<file path="config.mk">
export PLATFORM = sky130hd
export DESIGN_NAME = laser_power_pid_regulator_top
export DESIGN_NICKNAME = d
export VERILOG_FILES = /design/src/lpr_pkg.sv /design/src/laser_power_pid_regulator_top.sv /design/src/lpr_ctrl.sv /design/src/lpr_datapath.sv
export SDC_FILE = /design/constraint.sdc
export NUM_CORES = 2
export LEC_CHECK = 0
export ABC_AREA = 1
export BUFFER_PORTS_ARGS = -buffer_cell sky130_fd_sc_hd__buf_2
export CAP_MARGIN = 40
export CORE_MARGIN = 2
export CORE_UTILIZATION = 25
export DETAILED_ROUTE_END_ITERATION = 16
export GPL_TIMING_DRIVEN = 0
export PLACE_DENSITY = 0.42
export SLEW_MARGIN = 10
export SYNTH_ARGS = -nofsm -noshare
export SYNTH_HDL_FRONTEND = slang
export SYNTH_SLANG_ARGS = --single-unit
</file>
<file path="constraint.sdc">
create_clock -name clk_i -period 13 [get_ports clk_i]
set_input_delay 1.95 -clock clk_i [delete_from_list [all_inputs] [get_ports clk_i]]
set_output_delay 1.95 -clock clk_i [all_outputs]
set_load 0.05 [all_outputs]
</file>
<file path="src/lpr_pkg.sv">
package lpr_pkg;

  localparam int unsigned CfgIdxW   = 4;
  localparam int unsigned CfgDataW  = 16;
  localparam int unsigned InDataW   = 32;
  localparam int unsigned OutDataW  = 40;
  localparam int unsigned DivSteps  = 16;
  localparam int unsigned DivCntW   = $clog2(DivSteps);

  localparam logic [15:0] CeilingMargin = 16'h1999;

  // register indexes of the configuration port
  localparam logic [CfgIdxW-1:0] CFG_GAIN_P         = 4'd0;
  localparam logic [CfgIdxW-1:0] CFG_GAIN_I         = 4'd1;
  localparam logic [CfgIdxW-1:0] CFG_GAIN_D         = 4'd2;
  localparam logic [CfgIdxW-1:0] CFG_ERROR_DIVISOR  = 4'd3;
  localparam logic [CfgIdxW-1:0] CFG_STEP_LIMIT     = 4'd4;
  localparam logic [CfgIdxW-1:0] CFG_POWER_RATIO    = 4'd5;
  localparam logic [CfgIdxW-1:0] CFG_JUMP_THRESHOLD = 4'd6;
  localparam logic [CfgIdxW-1:0] CFG_HOLD_MODE      = 4'd7;

  localparam logic [15:0] GainPReset     = 16'd819;
  localparam logic [15:0] GainIReset     = 16'd0;
  localparam logic [15:0] GainDReset     = 16'd0;
  localparam logic [7:0]  DivisorReset   = 8'd4;
  localparam logic [15:0] StepLimitReset = 16'd40;
  localparam logic [15:0] RatioReset     = 16'd31596;
  localparam logic [15:0] ThresholdReset = 16'd1000;

  localparam logic FUNC_SET  = 1'b0;
  localparam logic FUNC_TICK = 1'b1;

  typedef enum logic [3:0] {
    OP_NONE,
    OP_LOAD,
    OP_SET_MUL,
    OP_SET_UPD,
    OP_TRACK,
    OP_JUMP,
    OP_DIV_INIT,
    OP_DIV_STEP,
    OP_MUL_P,
    OP_MUL_I,
    OP_MUL_D,
    OP_ACC,
    OP_SCALE,
    OP_APPLY,
    OP_OUT
  } lpr_op_e;

  typedef enum logic [3:0] {
    S_IDLE,
    S_SET_MUL,
    S_SET_UPD,
    S_TRACK,
    S_CHECK,
    S_DIV_INIT,
    S_DIV,
    S_MUL_P,
    S_MUL_I,
    S_MUL_D,
    S_ACC,
    S_SCALE,
    S_APPLY,
    S_DONE
  } lpr_state_e;

  typedef struct packed {
    lpr_op_e op;
  } lpr_cmd_t;

  typedef struct packed {
    logic fault;    // fault latched
    logic changed;  // set item seen since the last tick that tracked the sample
    logic jump;     // sample moved more than the threshold
  } lpr_status_t;

endpackage

</file>
<file path="src/laser_power_pid_regulator_top.sv">
// Laser power regulator: an incremental PID loop on the drive current, fed by
// photodiode samples. A set item (tuser 0) loads the drive level, its ceiling
// and the target; a tick item (tuser 1) checks the feedback for a jump, which
// latches a fault until reset, and otherwise runs one PID step. The first tick
// after a set item takes its sample as the reference instead of checking it.
// While the fault is latched, ticks leave the level frozen; a set item still
// loads it. Each item returns one result. Items are taken one at a time; a
// tick runs the restoring divider of the error (16 iterations, one quotient
// bit each) and makes three passes through the single shared 17x20
// multiplier. The next item is taken while the previous result still waits
// in the output register. Configuration writes are always ready and must be
// issued only while the block is idle.
module laser_power_pid_regulator_top (
  input  logic                          clk_i,
  input  logic                          rst_ni,
  // configuration write channel
  input  logic                          cfg_valid_i,
  output logic                          cfg_ready_o,
  input  logic [lpr_pkg::CfgIdxW-1:0]   cfg_index_i,
  input  logic [lpr_pkg::CfgDataW-1:0]  cfg_data_i,
  // input stream
  input  logic                          s_axis_tvalid,
  output logic                          s_axis_tready,
  input  logic [lpr_pkg::InDataW-1:0]   s_axis_tdata,  // current_request[15:0], pd_sample[31:16]
  input  logic                          s_axis_tuser,  // func[0]
  // result stream
  output logic                          m_axis_tvalid,
  input  logic                          m_axis_tready,
  // dac_code[14:0], drive_level[30:15], feedback_fault[31], regulating[32], zero pad
  output logic [lpr_pkg::OutDataW-1:0]  m_axis_tdata
);

  lpr_pkg::lpr_cmd_t    cmd;
  lpr_pkg::lpr_status_t status;
  logic                 cfg_xfer;

  assign cfg_ready_o = 1'b1;
  assign cfg_xfer    = cfg_valid_i && cfg_ready_o;

  lpr_ctrl u_ctrl (
    .clk_i       (clk_i),
    .rst_ni      (rst_ni),
    .in_valid_i  (s_axis_tvalid),
    .in_func_i   (s_axis_tuser),
    .in_ready_o  (s_axis_tready),
    .out_valid_o (m_axis_tvalid),
    .out_ready_i (m_axis_tready),
    .cmd_o       (cmd),
    .status_i    (status)
  );

  lpr_datapath u_datapath (
    .clk_i        (clk_i),
    .rst_ni       (rst_ni),
    .cfg_valid_i  (cfg_xfer),
    .cfg_index_i  (cfg_index_i),
    .cfg_data_i   (cfg_data_i),
    .in_request_i (s_axis_tdata[15:0]),
    .in_sample_i  (s_axis_tdata[31:16]),
    .cmd_i        (cmd),
    .status_o     (status),
    .out_data_o   (m_axis_tdata)
  );

endmodule

</file>
<file path="src/lpr_ctrl.sv">
module lpr_ctrl (
  input  logic                clk_i,
  input  logic                rst_ni,
  input  logic                in_valid_i,
  input  logic                in_func_i,
  output logic                in_ready_o,
  output logic                out_valid_o,
  input  logic                out_ready_i,
  output lpr_pkg::lpr_cmd_t   cmd_o,
  input  lpr_pkg::lpr_status_t status_i
);

  lpr_pkg::lpr_state_e state_q, state_d;
  logic [lpr_pkg::DivCntW-1:0] cnt_q, cnt_d;
  logic out_valid_q, out_valid_d;
  logic in_xfer;
  logic out_load;

  localparam logic [lpr_pkg::DivCntW-1:0] DivLast = lpr_pkg::DivCntW'(lpr_pkg::DivSteps - 1);

  assign in_ready_o  = (state_q == lpr_pkg::S_IDLE);
  assign in_xfer     = in_valid_i && in_ready_o;
  assign out_valid_o = out_valid_q;

  always_ff @(posedge clk_i or negedge rst_ni) begin
    if (!rst_ni) begin
      state_q     <= lpr_pkg::S_IDLE;
      cnt_q       <= '0;
      out_valid_q <= 1'b0;
    end else begin
      state_q     <= state_d;
      cnt_q       <= cnt_d;
      out_valid_q <= out_valid_d;
    end
  end

  always_comb begin
    state_d   = state_q;
    cnt_d     = cnt_q;
    cmd_o.op  = lpr_pkg::OP_NONE;
    out_load  = 1'b0;
    case (state_q)
      lpr_pkg::S_IDLE: begin
        if (in_xfer) begin
          cmd_o.op = lpr_pkg::OP_LOAD;
          if (in_func_i == lpr_pkg::FUNC_SET) begin
            state_d = lpr_pkg::S_SET_MUL;
          end else if (status_i.fault) begin
            state_d = lpr_pkg::S_DONE;
          end else if (status_i.changed) begin
            state_d = lpr_pkg::S_TRACK;
          end else begin
            state_d = lpr_pkg::S_CHECK;
          end
        end
      end
      lpr_pkg::S_SET_MUL: begin
        cmd_o.op = lpr_pkg::OP_SET_MUL;
        state_d  = lpr_pkg::S_SET_UPD;
      end
      lpr_pkg::S_SET_UPD: begin
        cmd_o.op = lpr_pkg::OP_SET_UPD;
        state_d  = lpr_pkg::S_DONE;
      end
      lpr_pkg::S_TRACK: begin
        cmd_o.op = lpr_pkg::OP_TRACK;
        state_d  = lpr_pkg::S_DIV_INIT;
      end
      lpr_pkg::S_CHECK: begin
        cmd_o.op = lpr_pkg::OP_JUMP;
        state_d  = status_i.jump ? lpr_pkg::S_DONE : lpr_pkg::S_DIV_INIT;
      end
      lpr_pkg::S_DIV_INIT: begin
        cmd_o.op = lpr_pkg::OP_DIV_INIT;
        cnt_d    = '0;
        state_d  = lpr_pkg::S_DIV;
      end
      lpr_pkg::S_DIV: begin
        cmd_o.op = lpr_pkg::OP_DIV_STEP;
        cnt_d    = cnt_q + 1'b1;
        if (cnt_q == DivLast) begin
          state_d = lpr_pkg::S_MUL_P;
        end
      end
      lpr_pkg::S_MUL_P: begin
        cmd_o.op = lpr_pkg::OP_MUL_P;
        state_d  = lpr_pkg::S_MUL_I;
      end
      lpr_pkg::S_MUL_I: begin
        cmd_o.op = lpr_pkg::OP_MUL_I;
        state_d  = lpr_pkg::S_MUL_D;
      end
      lpr_pkg::S_MUL_D: begin
        cmd_o.op = lpr_pkg::OP_MUL_D;
        state_d  = lpr_pkg::S_ACC;
      end
      lpr_pkg::S_ACC: begin
        cmd_o.op = lpr_pkg::OP_ACC;
        state_d  = lpr_pkg::S_SCALE;
      end
      lpr_pkg::S_SCALE: begin
        cmd_o.op = lpr_pkg::OP_SCALE;
        state_d  = lpr_pkg::S_APPLY;
      end
      lpr_pkg::S_APPLY: begin
        cmd_o.op = lpr_pkg::OP_APPLY;
        state_d  = lpr_pkg::S_DONE;
      end
      lpr_pkg::S_DONE: begin
        // hold until the output register is free
        if (!out_valid_q || out_ready_i) begin
          cmd_o.op = lpr_pkg::OP_OUT;
          out_load = 1'b1;
          state_d  = lpr_pkg::S_IDLE;
        end
      end
      default: begin
        state_d = lpr_pkg::S_IDLE;
      end
    endcase
  end

  always_comb begin
    out_valid_d = out_valid_q;
    if (out_load) begin
      out_valid_d = 1'b1;
    end else if (out_ready_i) begin
      out_valid_d = 1'b0;
    end
  end

`ifndef SYNTHESIS
  a_one_item: assert property (@(posedge clk_i) disable iff (!rst_ni)
    in_xfer |=> !in_ready_o)
    else $error("new transfer taken while an item is in work");

  a_div_exit: assert property (@(posedge clk_i) disable iff (!rst_ni)
    (state_q == lpr_pkg::S_DIV) && (cnt_q == DivLast) |=> (state_q == lpr_pkg::S_MUL_P))
    else $error("divider did not hand over after its last step");

  a_result_load: assert property (@(posedge clk_i) disable iff (!rst_ni)
    (state_q == lpr_pkg::S_DONE) && (!out_valid_q || out_ready_i)
    |=> out_valid_q && (state_q == lpr_pkg::S_IDLE))
    else $error("finished result not loaded into the output register");
`endif

endmodule

</file>
<file path="src/lpr_datapath.sv">
module lpr_datapath (
  input  logic                          clk_i,
  input  logic                          rst_ni,
  input  logic                          cfg_valid_i,
  input  logic [lpr_pkg::CfgIdxW-1:0]   cfg_index_i,
  input  logic [lpr_pkg::CfgDataW-1:0]  cfg_data_i,
  input  logic [15:0]                   in_request_i,
  input  logic [15:0]                   in_sample_i,
  input  lpr_pkg::lpr_cmd_t             cmd_i,
  output lpr_pkg::lpr_status_t          status_o,
  output logic [lpr_pkg::OutDataW-1:0]  out_data_o
);

  // configuration
  logic [15:0] gain_p_q, gain_i_q, gain_d_q, step_limit_q, ratio_q, threshold_q;
  logic [7:0]  divisor_q;
  logic        hold_mode_q;

  // loop state
  logic [15:0] target_q, level_q, ceiling_q, sample_last_q;
  logic signed [17:0] err_prev_q, err_prev2_q;
  logic        changed_q, fault_q;

  // item and work registers
  logic [15:0] request_q, sample_q;
  logic [7:0]  div_q, rem_q;
  logic [15:0] quo_q;
  logic        neg_q;
  logic signed [36:0] prod_q;
  logic signed [39:0] acc_q;
  logic [27:0] inc_mag_q;
  logic        inc_neg_q;
  logic [lpr_pkg::OutDataW-1:0] out_q;

  always_ff @(posedge clk_i or negedge rst_ni) begin
    if (!rst_ni) begin
      gain_p_q     <= lpr_pkg::GainPReset;
      gain_i_q     <= lpr_pkg::GainIReset;
      gain_d_q     <= lpr_pkg::GainDReset;
      divisor_q    <= lpr_pkg::DivisorReset;
      step_limit_q <= lpr_pkg::StepLimitReset;
      ratio_q      <= lpr_pkg::RatioReset;
      threshold_q  <= lpr_pkg::ThresholdReset;
      hold_mode_q  <= 1'b0;
    end else if (cfg_valid_i) begin
      case (cfg_index_i)
        lpr_pkg::CFG_GAIN_P:         gain_p_q     <= cfg_data_i;
        lpr_pkg::CFG_GAIN_I:         gain_i_q     <= cfg_data_i;
        lpr_pkg::CFG_GAIN_D:         gain_d_q     <= cfg_data_i;
        lpr_pkg::CFG_ERROR_DIVISOR:  divisor_q    <= cfg_data_i[7:0];
        lpr_pkg::CFG_STEP_LIMIT:     step_limit_q <= cfg_data_i;
        lpr_pkg::CFG_POWER_RATIO:    ratio_q      <= cfg_data_i;
        lpr_pkg::CFG_JUMP_THRESHOLD: threshold_q  <= cfg_data_i;
        lpr_pkg::CFG_HOLD_MODE:      hold_mode_q  <= cfg_data_i[0];
        default: ;
      endcase
    end
  end

  // error after the divider, and the sums the integral and derivative terms use
  logic signed [17:0] err_w;
  logic signed [19:0] err20, prev20, prev2_20, sum_i, sum_d;
  assign err_w    = neg_q ? -$signed({2'b00, quo_q}) : $signed({2'b00, quo_q});
  assign err20    = 20'(err_w);
  assign prev20   = 20'(err_prev_q);
  assign prev2_20 = 20'(err_prev2_q);
  assign sum_i    = err20 + prev20 + prev2_20;
  assign sum_d    = err20 - (prev20 <<< 1) + prev2_20;

  // shared multiplier
  logic signed [16:0] mul_a;
  logic signed [19:0] mul_b;
  logic signed [36:0] prod_d;
  always_comb begin
    mul_a = '0;
    mul_b = '0;
    case (cmd_i.op)
      lpr_pkg::OP_SET_MUL: begin
        mul_a = $signed({1'b0, ratio_q});
        mul_b = $signed({4'b0000, request_q});
      end
      lpr_pkg::OP_MUL_P: begin
        mul_a = $signed({1'b0, gain_p_q});
        mul_b = err20;
      end
      lpr_pkg::OP_MUL_I: begin
        mul_a = $signed({1'b0, gain_i_q});
        mul_b = sum_i;
      end
      lpr_pkg::OP_MUL_D: begin
        mul_a = $signed({1'b0, gain_d_q});
        mul_b = sum_d;
      end
      default: ;
    endcase
  end
  assign prod_d = 37'(mul_a * mul_b);

  // set item
  logic [16:0] ceil_sum;
  logic [15:0] ceil_new, target_new;
  assign ceil_sum   = {1'b0, request_q} + {1'b0, lpr_pkg::CeilingMargin};
  assign ceil_new   = ceil_sum[16] ? 16'hFFFF : ceil_sum[15:0];
  assign target_new = hold_mode_q ? sample_q
                    : ((prod_q[31:28] != 4'd0) ? 16'hFFFF : prod_q[27:12]);

  // feedback jump
  logic [15:0] delta;
  assign delta = (sample_q > sample_last_q) ? (sample_q - sample_last_q)
                                            : (sample_last_q - sample_q);

  // divider setup and step
  logic signed [16:0] diff;
  logic [16:0] diff_abs;
  logic [8:0]  trial, trial_sub;
  logic        trial_ge;
  assign diff      = $signed({1'b0, target_q}) - $signed({1'b0, sample_q});
  assign diff_abs  = diff[16] ? 17'(-diff) : 17'(diff);
  assign trial     = {rem_q, quo_q[15]};
  assign trial_ge  = trial >= {1'b0, div_q};
  assign trial_sub = trial - {1'b0, div_q};

  // increment scaling, clamp and level update
  logic signed [39:0] acc_abs;
  logic [15:0] lim_mag;
  logic signed [17:0] inc18, lvl18;
  logic [15:0] lvl_new;
  assign acc_abs = acc_q[39] ? -acc_q : acc_q;
  assign lim_mag = (inc_mag_q > {12'd0, step_limit_q}) ? step_limit_q : inc_mag_q[15:0];
  assign inc18   = inc_neg_q ? -$signed({2'b00, lim_mag}) : $signed({2'b00, lim_mag});
  assign lvl18   = $signed({2'b00, level_q}) + inc18;
  always_comb begin
    if (lvl18 < 0) begin
      lvl_new = '0;
    end else if (lvl18 > $signed({2'b00, ceiling_q})) begin
      lvl_new = ceiling_q;
    end else begin
      lvl_new = lvl18[15:0];
    end
  end

  always_ff @(posedge clk_i or negedge rst_ni) begin
    if (!rst_ni) begin
      target_q      <= '0;
      level_q       <= '0;
      ceiling_q     <= '0;
      sample_last_q <= '0;
      err_prev_q    <= '0;
      err_prev2_q   <= '0;
      changed_q     <= 1'b0;
      fault_q       <= 1'b0;
    end else begin
      case (cmd_i.op)
        lpr_pkg::OP_SET_UPD: begin
          level_q   <= request_q;
          ceiling_q <= ceil_new;
          target_q  <= target_new;
          changed_q <= 1'b1;
        end
        lpr_pkg::OP_TRACK: begin
          changed_q     <= 1'b0;
          sample_last_q <= sample_q;
        end
        lpr_pkg::OP_JUMP: begin
          sample_last_q <= sample_q;
          if (delta > threshold_q) begin
            fault_q <= 1'b1;
          end
        end
        lpr_pkg::OP_APPLY: begin
          level_q     <= lvl_new;
          err_prev2_q <= err_prev_q;
          err_prev_q  <= err_w;
        end
        default: ;
      endcase
    end
  end

  always_ff @(posedge clk_i) begin
    case (cmd_i.op)
      lpr_pkg::OP_LOAD: begin
        request_q <= in_request_i;
        sample_q  <= in_sample_i;
      end
      lpr_pkg::OP_SET_MUL: prod_q <= prod_d;
      lpr_pkg::OP_DIV_INIT: begin
        div_q <= (divisor_q == 8'd0) ? 8'd1 : divisor_q;
        rem_q <= '0;
        quo_q <= diff_abs[15:0];
        neg_q <= diff[16];
      end
      lpr_pkg::OP_DIV_STEP: begin
        rem_q <= trial_ge ? trial_sub[7:0] : trial[7:0];
        quo_q <= {quo_q[14:0], trial_ge};
      end
      lpr_pkg::OP_MUL_P: prod_q <= prod_d;
      lpr_pkg::OP_MUL_I: begin
        prod_q <= prod_d;
        acc_q  <= 40'(prod_q);
      end
      lpr_pkg::OP_MUL_D: begin
        prod_q <= prod_d;
        acc_q  <= acc_q + 40'(prod_q);
      end
      lpr_pkg::OP_ACC:   acc_q <= acc_q + 40'(prod_q);
      lpr_pkg::OP_SCALE: begin
        inc_mag_q <= acc_abs[39:12];
        inc_neg_q <= acc_q[39];
      end
      lpr_pkg::OP_OUT:   out_q <= {7'd0, !fault_q, fault_q, level_q, level_q[15:1]};
      default: ;
    endcase
  end

  assign status_o.fault   = fault_q;
  assign status_o.changed = changed_q;
  assign status_o.jump    = delta > threshold_q;
  assign out_data_o       = out_q;

`ifndef SYNTHESIS
  a_fault_sticky: assert property (@(posedge clk_i) disable iff (!rst_ni)
    fault_q |=> fault_q)
    else $error("latched feedback fault was cleared");

  a_level_ceiling: assert property (@(posedge clk_i) disable iff (!rst_ni)
    (cmd_i.op == lpr_pkg::OP_APPLY) |=> (level_q <= ceiling_q))
    else $error("regulated level above its ceiling");

  a_fault_freezes: assert property (@(posedge clk_i) disable iff (!rst_ni)
    fault_q && (cmd_i.op != lpr_pkg::OP_SET_UPD) |=> $stable(level_q))
    else $error("level moved while the feedback fault is latched");
`endif

endmodule
</file>
Word-level counts from Yosys, hierarchy flattened
Cells that the tools add are included.

Register bits: 420. Input port bits: 58. Output and inout bits: 43. Word-level logic and storage cells: 155.

$add $sub $neg: 16. Multiply operators: 1. $lt $le $gt $ge: 6. Eq/ne operators: 38. Multiplexer cells: 35. Reduce and logical (&&, ||, !) cells: 28.

Operators with widths (number): $mux 16 (8); $pmux 20 s4 (1); $pmux 40 s2 (1); $pmux 16 s2 (2); $pmux 16 s4 (1); $eq 4x4->1 const B (14); $pmux 4 s14 (1); $pmux 4 s13 (1); $eq 4x3->1 const B (12); $add 40x37->40 (1); $neg 40->40 (1); $mux 39 (1); $mul 17x20->37 (1); $mux 18 (2); $neg 16->18 (2); $gt 16x16->1 (2); $sub 16x16->16 (2); $gt 28x16->1 (1); $mux 4 (7); $eq 4x2->1 const B (6); $add 19x18->20 (1); $add 20x18->20 (1); $sub 18x19->20 (1); $add 18x18->19 (1); other kinds (29) (53).

Depth between registers and ports, before layout
Word-level depth: 9. Mapped depth: 51. Gate-level depth less buffers: 51.

Hierarchy
From an unflattened synthesis, not the netlist that was laid out.

Cell total of the unflattened synthesis: 4862. Area total of the unflattened synthesis: 39710.6 um2.

By module, submodules not included: lpr_datapath (times used 1, cells each 4759, area an instance 39056.2 um2); lpr_ctrl (times used 1, cells each 101, area an instance 643.1 um2); laser_power_pid_regulator_top (times used 1, cells each 2, area an instance 11.3 um2).

Worst setup path after synthesis
No wires, ideal clock.

Path type: reg2reg. Start point: register u_datapath.quo_q[0]. End point: register u_datapath.prod_q[35], data pin. Library setup time: 0.265 ns. Arrival time: 9.001 ns. Data required time: 12.735 ns. Slack: 3.734 ns. Stages on the path, launching flop included: 48. Buffers on the path: 1. Path through: edfxtp_1 > inv_1 > ha_1 > nand3_1 > nor3_1 > inv_1 > nor3_1 > inv_1 > nor3_1 > nand3_1 > o31ai_1 > xor2_1 > fa_1 > inv_1 > ha_1 > a21o_1 > a221o_1 > a31oi_1 > [... 12 more ...] > clkbuf_1 > xor2_1 > ha_1 > inv_1 > fa_1 > inv_1 > fa_1 > inv_1 > fa_1 > inv_1 > ha_1 > inv_1 > nor3_1 > inv_1 > nor2_1 > nand3_1 > o21ai_0 > xor2_1.

Word-level cells in the longest chain between the ends: 6. Elaborated cells between the ends (all ways): 8. Those cells by class: add/sub: 5; mul: 1; mux: 2.

RTL lines: from (decl) (RTL line lpr_datapath.sv:27) `logic [15:0] quo_q;`; from (signal assigned) (RTL line lpr_datapath.sv:190) `quo_q <= diff_abs[15:0];`; from (signal assigned) (RTL line lpr_datapath.sv:195) `quo_q <= {quo_q[14:0], trial_ge};`; $neg 16->18 (RTL line lpr_datapath.sv:63) `assign err_w = neg_q ? -$signed({2'b00, quo_q}) : $signed({2'b00, quo_q});`; $mux 18 * (RTL line lpr_datapath.sv:63); $sub 18x19->20 / $add 18x18->19 (equally long branches) (RTL line lpr_datapath.sv:68, lpr_datapath.sv:67); $add 20x18->20 / $add 19x18->20 (equally long branches) (RTL line lpr_datapath.sv:68, lpr_datapath.sv:67); $pmux 20 s4 * (RTL line lpr_datapath.sv:77) `case (cmd_i.op)`; $mul 17x20->37 * (RTL line lpr_datapath.sv:97) `assign prod_d = 37'(mul_a * mul_b);`; named net u_datapath.prod_d[35] (RTL line lpr_datapath.sv:73) `logic signed [36:0] prod_d;`; to (signal assigned) (RTL line lpr_datapath.sv:186) `lpr_pkg::OP_SET_MUL: prod_q <= prod_d;`; to (signal assigned) (RTL line lpr_datapath.sv:197) `lpr_pkg::OP_MUL_P: prod_q <= prod_d;`; to (signal assigned) (RTL line lpr_datapath.sv:199) `prod_q <= prod_d;`; to (decl) (RTL line lpr_datapath.sv:29) `logic signed [36:0] prod_q;`.

Mark *: on every way through the listed nets, which the timed path passes. The rest lies on a longest branch. A chain may end at the register's enable or synchronous reset.

Worst setup path after layout
Start point: register u_datapath.quo_q[0]. End point: register u_datapath.prod_q[31], data pin.

Word-level cells in the longest chain between the ends: 6. Elaborated cells between the ends (all ways): 8. Those cells by class: add/sub: 5; mul: 1; mux: 2.

RTL lines: $neg 16->18 * (RTL line lpr_datapath.sv:63); $mux 18 * (RTL line lpr_datapath.sv:63); named net u_datapath.err_w[8] (RTL line lpr_datapath.sv:61) `logic signed [17:0] err_w;`; $sub 18x19->20 / $add 18x18->19 (equally long branches) (RTL line lpr_datapath.sv:68, lpr_datapath.sv:67); $add 20x18->20 / $add 19x18->20 (equally long branches) (RTL line lpr_datapath.sv:68, lpr_datapath.sv:67); $pmux 20 s4 * (RTL line lpr_datapath.sv:77); $mul 17x20->37 * (RTL line lpr_datapath.sv:97); named net u_datapath.prod_d[31] (RTL line lpr_datapath.sv:73).

Marked as above.

==> results.txt <==
The flow ran to the end, and the final reports show no timing, DRC or antenna violations. Cells with a size suffix above 1 make up 6.520% of the layout. The setup-violating endpoint count in the final report was 0. Register area share after synthesis: 27.87%. After layout, the worst path uses 88.12% of the clock period.

The start point of the worst hold path is u_datapath.err_prev_q[4]. The tools report the total via count in the routed design as 32,680. The logs give 13.38 ns for the required time at the endpoint of the critical path and 5.940 mW for the total internal power.

The average detailed-routed wire length per instance came out at 18.85 um. At the end of routability-driven placement, the weighted congestion stood at 0.9070. For the post-route worst hold slack, the log shows 0.4694 ns. The average instance in the mapped netlist occupies 8.095 um2. Once placement completed, the tool counted placed cells totaling 7,129.

The relative slew slack is 35.98%. The worst setup path is of the register to register kind. The height of the chip is 403.3 um, and the routed via count divided by cell count is 4.522. Summed over all nets, the half-perimeter wirelength after detailed placement is 113.8 mm.

The total wirelength of the detailed-routed design was 136.2 mm. The area growth from synthesis to layout is 13.41%. The library cell contributing the largest single delay on the critical path is sky130_fd_sc_hd__fa_1. The clock network accounts for 11.9% of the total power. Input and output buffers added on the ports amount to 92. The run gives 2,194 as the number of DRC markers after the initial detailed-route iteration. The clock skew was 0.03996 ns; the cell depth of the worst flop-to-flop path was 43. Number of clock sinks seen by CTS: 405. The run gives 146 as the floorplan row count. After clock tree synthesis, the clock-pin slew on the worst setup and hold paths is 0.07 ns.

The analysis attributes to cell leakage a power of 21.81 nW. For the largest voltage drop on the vdd net, the log shows 0.1281 mV. The largest driver fanout on the critical path came out at 10. Entering global routing, the biggest net connects 90 pins.

Dominant synthesized flop cell: sky130_fd_sc_hd__dfrtp_1. Measured along the x axis, the die boundary spans 403.3 um. The min-delay analysis places its worst path in the category register to register.

During synthesis, Yosys emitted a total of 0 warnings. The count of boundary I/O pins came out at 101. The floorplan step defined a die boundary enclosing 162,700 um2. Once detail routing completed, the nets flagged for antenna violations numbered 0.

At the later pin of the worst-skew pair, clock insertion delay measures 0.67 ns. STA classifies the critical path startpoint as a register. TritonCTS built the clock tree.

The flop-to-flop setup slack came out at 1.54 ns. The startpoint identified for the worst register-to-register timing path is u_datapath.quo_q[0]. The cell area that synthesis handed to floorplanning was 39,870 um2.

Root cell of the clock tree: sky130_fd_sc_hd__clkbuf_16. After technology mapping, the gate count stands at 4,925. After synthesis, the share of flip-flops with an asynchronous set or reset is 53.33%. The clock period minus worst slack is 11.46 ns.

The logs give 18.9% for the proportion of power drawn by flip-flops and latches and 16.66% for the global-route total usage across every layer. The final hold violation count is 0. In this run switching power makes up 54.33% of total power. Adding up every negative setup slack in the final design gives 0 ns. For this run, design rule violations remaining after detail routing come to 0. For this run, the slowest stage of the critical path takes 0.61 ns. For this design the ratio of total power to cell area is 287.7 nW/um2. After synthesis the netlist holds a flip-flop and latch count of 405.

The number of synthesized flops with an enable pin was 189. The placeable core region came out at 158,400 um2. In this run the critical register-to-register path is captured at u_datapath.prod_q[31].

The first TritonRoute pass finished after 6 iterations. For the initial antenna violation count, the log shows 4. The tools report the number of pins exceeding their max-slew limit in the final report as 0.

The count of max-cap constraint violations came out at 0. The final layout contains 5,821 nets. The number of hold buffers added after CTS was 0.

The finished layout holds 7,226 standard cells, fillers aside. Counting stages on the worst path, the most repeated cell is sky130_fd_sc_hd__inv_1. Actual transition at the worst max-transition pin: 0.9567 ns. In this run the power spent charging and discharging nets is 7.067 mW. The cell count of the worst hold path works out to 2. The worst setup path is captured at a register.

The tools report the worst endpoint data arrival time as 11.84 ns. The run gives 51 as the number of buffers inserted during clock tree synthesis. Post-CTS repair changed the size of 0 cells.

The number of post-CTS setup repair buffers came out at 0. The initial standard-cell utilization of the core was 25.17%. Number of global-route vias before repair: 32,760.

Capture endpoint of the worst hold path: u_datapath.err_prev2_q[4]. The run gives 205.4 mm as the wire length of the first global-routing pass. No sink is reached through more buffers than the 3 on the longest clock path.

Combinational group share of total power: 69.2%. The run gives 2 as the number of levels in the clock H-tree. Setup repair after global routing left no endpoint under its margin. The global route total overflow was 0. Based on the critical path, the design can be clocked at up to 0.08729 GHz.

After synthesis, the netlist uses 66 different library cells.
## through the flow
| step | total power [mW] | setup slack [ns] | area, um2 | util, % |
|---|---|---|---|---|
| floorplan | 8.557 | 3.734 | 39890 | - |
| global placement | 11.45 | 1.441 | 42940 | 27.11 |
| detailed placement | 11.54 | 1.626 | 43420 | 27.41 |
| CTS | 13.17 | 1.572 | 45210 | 28.55 |
| global route | 14.36 | 0.8450 | 45210 | 28.55 |
| finish | 13.01 | 1.544 | 45210 | 28.55 |
## cell families after synthesis
| logic type | synth area share, % |
|---|---|
| simple gates | 16.98 |
| fa+ha+maj | 27.26 |
| flops | 27.87 |
| other cells | 0.01884 |
| xor+xnor | 4.460 |
| compound gates | 12.06 |
| buf+inv | 11.36 |
## power by group through the flow
stage | combinational, mW | clock (mW) | sequential, mW
after detailed placement | 9.06 | 0 | 2.48
final | 9.00 | 1.54 | 2.46
after global routing | 10.2 | 1.63 | 2.51
after global placement | 8.95 | 0 | 2.50
after floorplan | 6.27 | 0 | 2.29
after CTS | 9.12 | 1.59 | 2.46
## worst max path at each step
stage                         from                     to  slack [ns]  cells past startpoint
2_1_floorplan  u_datapath.quo_q[0]  u_datapath.prod_q[35]        3.73                     47
3_3_place_gp   u_datapath.quo_q[0]  u_datapath.prod_q[33]        1.44                     45
3_5_place_dp   u_datapath.quo_q[0]  u_datapath.prod_q[31]        1.63                     43
4_1_cts        u_datapath.quo_q[0]  u_datapath.prod_q[31]        1.57                     43
5_1_grt        u_datapath.quo_q[0]  u_datapath.prod_q[31]        0.84                     45
6_report       u_datapath.quo_q[0]  u_datapath.prod_q[31]        1.54                     43
## worst max-delay path, delay by kind of cell (launching register included)
| kind | cells | cell delay, ns |
|---|---|---|
| AOI/OAI and AO/OA | 9 | 2.35 |
| xor gates and xnor gates | 2 | 0.60 |
| adders and majority gates | 10 | 4.59 |
| buffers and inverters | 10 | 1.50 |
| DFF | 1 | 0.48 |
| and+or+nand+nor | 12 | 1.62 |
## routing by layer
layer	vias up	global-route usage [%]	part of all wire (%)
li1	15950	-	-
met1	16040	23.03	47
met2	580	28.23	47
met3	103	1.555	3.9
met4	0	3.443	2.1
met5	-	0	0
## Yosys cell counts, drive strengths merged, types with 9 or more instances
cell | instances | area share [%]
o21bai | 11 | 0.21
or2 | 23 | 0.36
ha | 294 | 9.2
a22oi | 11 | 0.21
nand4 | 34 | 0.57
nand3 | 161 | 2.1
xnor2 | 51 | 1.1
buf | 36 | 0.67
clkinv | 21 | 0.20
nand2 | 985 | 9.4
a21oi | 249 | 3.2
o31ai | 9 | 0.17
a21o | 15 | 0.28
nor3 | 51 | 0.65
dfstp | 25 | 1.6
xor2 | 152 | 3.3
o211ai | 15 | 0.28
nor2 | 364 | 3.5
fa | 359 | 18
dfrtp | 191 | 12
nor4 | 13 | 0.20
o22ai | 31 | 0.49
edfxtp | 189 | 14
clkbuf | 106 | 1.0
inv | 1008 | 9.5
o21ai | 400 | 5.0
a31oi | 21 | 0.33
a22o | 33 | 0.73
## state kept, by name (all words and copies together) (netlist names), 18 cells and up
signal / flops
u_datapath.out_data_o: 18
u_datapath.inc_mag_q: 28
u_datapath.err_prev2_q: 18
u_datapath.acc_q: 40
u_datapath.prod_q: 37
u_datapath.err_prev_q: 18
## placed cells by master (no fill, tap or decap), drive strengths merged, types with 185 or more instances in the layout
cell type     n
a21oi       249
clkbuf      185
dfrtp       191
edfxtp      189
fa          359
ha          294
inv        1013
nand2       985
nor2        364
o21ai       400
## area by class of cell
cell class	count	area (um2)
timing repair buffer	126	889.6
antenna	1	2.502
inverter	1029	3862
multi-input combinational	3355	24300
clock inverter	17	274.0
tap	2072	2592
buffer	142	664.4
fill	17160	113200
clock buffer	79	1520
sequential	405	11110
Power figures use the tool's default switching activity.
